===== config.mk =====
export PLATFORM = sky130hd
export DESIGN_NAME = sdse_cmd_queue
export DESIGN_NICKNAME = d
export VERILOG_FILES = /design/src/sdse_pkg.sv /design/src/sdse_cmd_queue.sv
export SDC_FILE = /design/constraint.sdc
export NUM_CORES = 1
export LEC_CHECK = 0
export BUFFER_PORTS_ARGS = -buffer_cell sky130_fd_sc_hd__buf_2
export CORE_MARGIN = 2
export CORE_UTILIZATION = 44
export DETAILED_ROUTE_END_ITERATION = 7
export PLACE_DENSITY = 0.66
export SYNTH_ARGS = -nofsm -noshare
export SYNTH_HDL_FRONTEND = slang
export SYNTH_SLANG_ARGS = --single-unit

===== constraint.sdc =====
create_clock -name i_clk -period 1.8 [get_ports i_clk]
set_input_delay 0.18 -clock i_clk [delete_from_list [all_inputs] [get_ports i_clk]]
set_output_delay 0.18 -clock i_clk [all_outputs]
set_load 0.02 [all_outputs]

===== src/sdse_pkg.sv =====
// Shared constants, types and codes of the static dictionary substitution encoder.
package sdse_pkg;

    localparam int DICT_ENTRIES  = 128;
    localparam int MAX_ENTRY_LEN = 11;

    localparam int IDX_W   = (DICT_ENTRIES > 1) ? $clog2(DICT_ENTRIES) : 1;
    localparam int LIMIT_W = $clog2(DICT_ENTRIES + 1);
    localparam int POS_W   = $clog2(MAX_ENTRY_LEN);
    localparam int LEN_W   = $clog2(MAX_ENTRY_LEN + 1);

    localparam int ENTRY_FIELD_W = 7;
    localparam int POS_FIELD_W   = 4;
    localparam int BYTE_W        = 8;
    localparam int CODE_W        = 8;
    localparam int CFG_W         = 8;
    localparam int CODE_BASE     = 128;

    localparam int APB_ADDR_W = 3;
    localparam int APB_DATA_W = 32;
    localparam logic REG_ENTRIES_IN_USE = 1'b0;

    localparam int CMDQ_DEPTH = 4;
    localparam int CMDQ_PTR_W = $clog2(CMDQ_DEPTH);
    localparam int CMDQ_CNT_W = $clog2(CMDQ_DEPTH + 1);

    typedef enum logic [0:0] {
        CMD_LOAD = 1'b0,
        CMD_TEXT = 1'b1
    } t_cmd_kind;

    typedef struct packed {
        t_cmd_kind         kind;
        logic [IDX_W-1:0]  entry;
        logic [POS_W-1:0]  pos;
        logic [BYTE_W-1:0] data;
        logic              last;
    } t_cmd;

    typedef enum logic [1:0] {
        ST_IDLE,
        ST_DECIDE,
        ST_SCAN,
        ST_EMIT
    } t_back_state;

endpackage


===== src/sdse_cmd_queue.sv =====
// Short command queue between the front and back parts.
module sdse_cmd_queue (
    input  logic           i_clk,
    input  logic           i_rst_n,
    input  logic           i_push,
    input  sdse_pkg::t_cmd i_cmd,
    output logic           o_full,
    output logic           o_valid,
    output sdse_pkg::t_cmd o_cmd,
    input  logic           i_pop
);

    sdse_pkg::t_cmd                    r_slot [sdse_pkg::CMDQ_DEPTH];
    logic [sdse_pkg::CMDQ_PTR_W-1:0]   r_wr_ptr;
    logic [sdse_pkg::CMDQ_PTR_W-1:0]   r_rd_ptr;
    logic [sdse_pkg::CMDQ_CNT_W-1:0]   r_count;
    logic                              w_do_push;
    logic                              w_do_pop;

    always_comb begin
        o_full    = (r_count == sdse_pkg::CMDQ_CNT_W'(sdse_pkg::CMDQ_DEPTH));
        o_valid   = (r_count != '0);
        o_cmd     = r_slot[r_rd_ptr];
        w_do_push = i_push && !o_full;
        w_do_pop  = i_pop && o_valid;
    end

    always_ff @(posedge i_clk) begin
        if (!i_rst_n) begin
            r_wr_ptr <= '0;
            r_rd_ptr <= '0;
            r_count  <= '0;
        end else begin
            if (w_do_push) begin
                r_wr_ptr <= r_wr_ptr + 1'b1;
            end
            if (w_do_pop) begin
                r_rd_ptr <= r_rd_ptr + 1'b1;
            end
            if (w_do_push && !w_do_pop) begin
                r_count <= r_count + 1'b1;
            end else if (w_do_pop && !w_do_push) begin
                r_count <= r_count - 1'b1;
            end
        end
    end

    always_ff @(posedge i_clk) begin
        if (w_do_push) begin
            r_slot[r_wr_ptr] <= i_cmd;
        end
    end

endmodule


==> flow_metrics.tcl <==
set metrics [dict create \
    num-fill-cells 589 \
    cts_tree "done" \
    synth.distinct_cells 22 \
    ys.warnings.count 0 \
    finalCritPeriodShare 1.03 \
    r2r_setup_slack_ns -0.05 \
    syn_nets 188 \
    pin_count 48 \
    final_area_um2 4410 \
    slowest_stage "dfxtp_2" \
    wire_per_inst_um 17.7 \
    worstSetupEndpointType "register" \
    htreeDepth 3 \
    wirelength_um 5960 \
    die_y_um 93.4 \
    fin_util 0.570 \
    synth_top_family_by_area "multiplexers" \
    syn-cell-area_um2 3520 \
    avgViaCountPerCell 4.99 \
    ys_top_cells_by_area "edfxtp_1 72%, mux4_2 13%, dfxtp_1 5.1%" \
    hold_path.class "in2reg" \
    cp_num_buf_inv 1 \
    timing.rr.start "r_count[2]" \
    drive_above_1_share 0.491 \
    drt-initial-drc-count 86 \
    cp_top_family "simple AND/OR/NAND/NOR gates" \
    peakVddDrop_v 0.000801 \
    core_area_um2 7730 \
    antenna_found_initial 0 \
    die_area_um2 8730 \
    grt_max_degree 22 \
    max-slew-margin-rel 0.799 \
    synth.top_cell.area_share 0.717 \
    min_to "r_slot[1][12]" \
    synthAdderAreaFrac 0.0235 \
    dpl_cell_area_um2 4050 \
    syn_avg_cell_area_um2 22.4 \
    timing.reg2reg.worst_path_depth 8 \
    synthCells 157 \
    dp_hpwl_um 3570 \
    synth-compound-area-share 0.00960 \
    synth-simple-area-share 0.0295 \
    clkLatencyLatePin_ns 0.34 \
    drv_slew 0 \
    cts.path.max_buffers 2 \
    timing.fmax_ghz 0.541 \
    cpPeakStageDelay_ns 0.35 \
    ant_nets 0 \
    cp_cell_sequence "nor3b_4 > nor2b_2 > ha_4 > inv_2 > fa_2 > xor2_1 > or3_1 > a21boi_1" \
    r2r_end "r_count[2]" \
    synth_area_leader_cell "edfxtp_1" \
    drt_first_pass_iters 4 \
    power_mw 6.33 \
    post-route-min-period_ns 1.85 \
    gp_congestion 0.658 \
    diodes 0 \
    num_rows 32 \
    hp-start "i_cmd[12]" \
    ys.flop_type "edfxtp_1" \
    cp.required_ns 2.07 \
    synth_edf_count 84 \
    grt_pass1_wl_um 9120 \
    nNetsFinal 261 \
    path_max_fanout 3 \
    drcViolationCount 0 \
    synth-seq-cells 93 \
    clockRootBuffer "clkbuf_8" \
    crit_arrival_ns 2.12 \
    finalClockSkew_ns 0.0122 \
    finalWorstSetupSlack_ns -0.0492 \
    synth_mux_area_frac 0.143 \
    leakagePower_nw 1.54 \
    rsz0062_at_grt "yes" \
    initial_core_util 0.455 \
    violations "negative setup slack" \
    tightest_slew_ns 0.297 \
    power-per-cell-area_nw_per_um2 1440 \
    clkSlewWorstSetupHoldPaths_ns 0.09 \
    maxCapViolCount 0 \
    die_w_um 93.4 \
    path_depth 8 \
    crit_type "reg2reg" \
    io_buffers 47 \
    setup_viol_count_final 1 \
    grtUsageTotal 0.143 \
    synth_common_cells "84 x edfxtp_1, 21 x mux4_2, 9 x dfxtp_1" \
    status "complete, but fails checks" \
    area_growth_pct 25.2 \
    hold_violations 0 \
    hold_depth 1 \
    gr-total-overflow 0 \
    vias 1675 \
    critPathLaunchType "register" \
    grt_pass1_vias 1754 \
    seq_area_frac_synth 0.768 \
    synth-xor-area-share 0.00995 \
    hold_buffers 0 \
    numCtsBuffers 9 \
    whs_ns 0.0441 \
    yosysMostFrequentCell "edfxtp_1" \
    ys_async_sr_fraction 0 \
    cts_num_sinks 93 \
]
per-stage QoR:
stage / std cells / setup TNS [ns] / worst slack [ns]
2_1_floorplan: 157 / -0.0692 / -0.0692
3_3_place_gp: 317 / -0.0563 / -0.0563
3_5_place_dp: 317 / -0.102 / -0.102
4_1_cts: 333 / -0.101 / -0.0377
5_1_grt: 336 / -0.279 / -0.133
6_report: 336 / -0.0492 / -0.0492
flip-flops by register name, summed over array words and instances, names as in the netlist, named ones only:
signal	flops
r_count	3
r_rd_ptr	2
r_slot	84
r_wr_ptr	2
layer usage:
metal,share of wire,GRT usage,vias to the layer above,wire (µm)
li1,-,-,778,-
met1,0.43,0.181,855,2540
met2,0.52,0.239,35,3080
met3,0.046,0.0355,7,272
met4,0.011,0.0515,0,67
met5,0,0,-,0
power breakdown:
part           switching (mW)  internal (mW)  total (mW)
Sequential              0.134           2.64        2.78
Clock                   0.705          0.787        1.49
Combinational           0.975           1.09        2.07
Total                    1.81           4.52        6.33
what timing repair did:
item / CTS / global route
pin swaps: 1 / 0
buffers inserted: 1 / 0
gates cloned: 0 / 3
setup endpoints to repair: 9 / 22
gates resized for setup: 4 / 17
how the worst max path moves through the flow:
stage | start | to | slack (ns)
final | r_count[2] | r_count[2] | -0.05
after global routing | r_count[2] | r_count[2] | -0.13
after CTS | r_count[2] | r_count[2] | -0.04
after detailed placement | r_count[1] | r_count[2] | -0.10
after global placement | r_count[1] | r_count[2] | -0.06
after floorplan | r_count[2] | r_count[2] | -0.07
logic make-up (layout without fill, tap and decap cells):
kind of cell	count (synthesis)	count (layout)
adders and majority gates	6	6
muxes	24	24
AOI/OAI and AO/OA	4	4
and+or+nand+nor	17	17
xor gates and xnor gates	4	4
DFF	93	93
buffers and inverters	9	86
final cells by class:
| cell class | instances | area [µm²] | area share |
|---|---|---|---|
| flip-flops and latches | 93 | 2710 | 0.615 |
| multi-input cells | 55 | 791 | 0.179 |
| repair buffers | 68 | 548 | 0.124 |
| well taps | 102 | 128 | 0.0290 |
| clock buffers | 9 | 124 | 0.0281 |
| clock inverters | 6 | 93.8 | 0.0213 |
| inverters | 3 | 11.3 | 0.00255 |
placed cells by master (no fill, tap or decap):
cell	instances
mux4_2	21
clkinvlp_4	1
bufinv_16	2
clkbuf_16	2
buf_4	13
inv_6	2
dfxtp_1	5
inv_1	2
nor2b_1	1
buf_12	5
or3_1	1
a21boi_1	1
o311ai_1	1
fa_2	1
o21ai_0	1
mux2i_1	3
o31ai_4	1
nor2b_2	1
clkinv_4	1
inv_2	1
clkbuf_8	9
ha_4	1
or3_2	1
buf_8	1
xnor2_1	3
buf_2	39
buf_6	8
xor2_1	1
and2_1	8
ha_1	4
dfxtp_2	2
nand2_1	4
edfxtp_1	84
nor3b_4	1
dfxtp_4	2
Power figures use the tool's default switching activity.
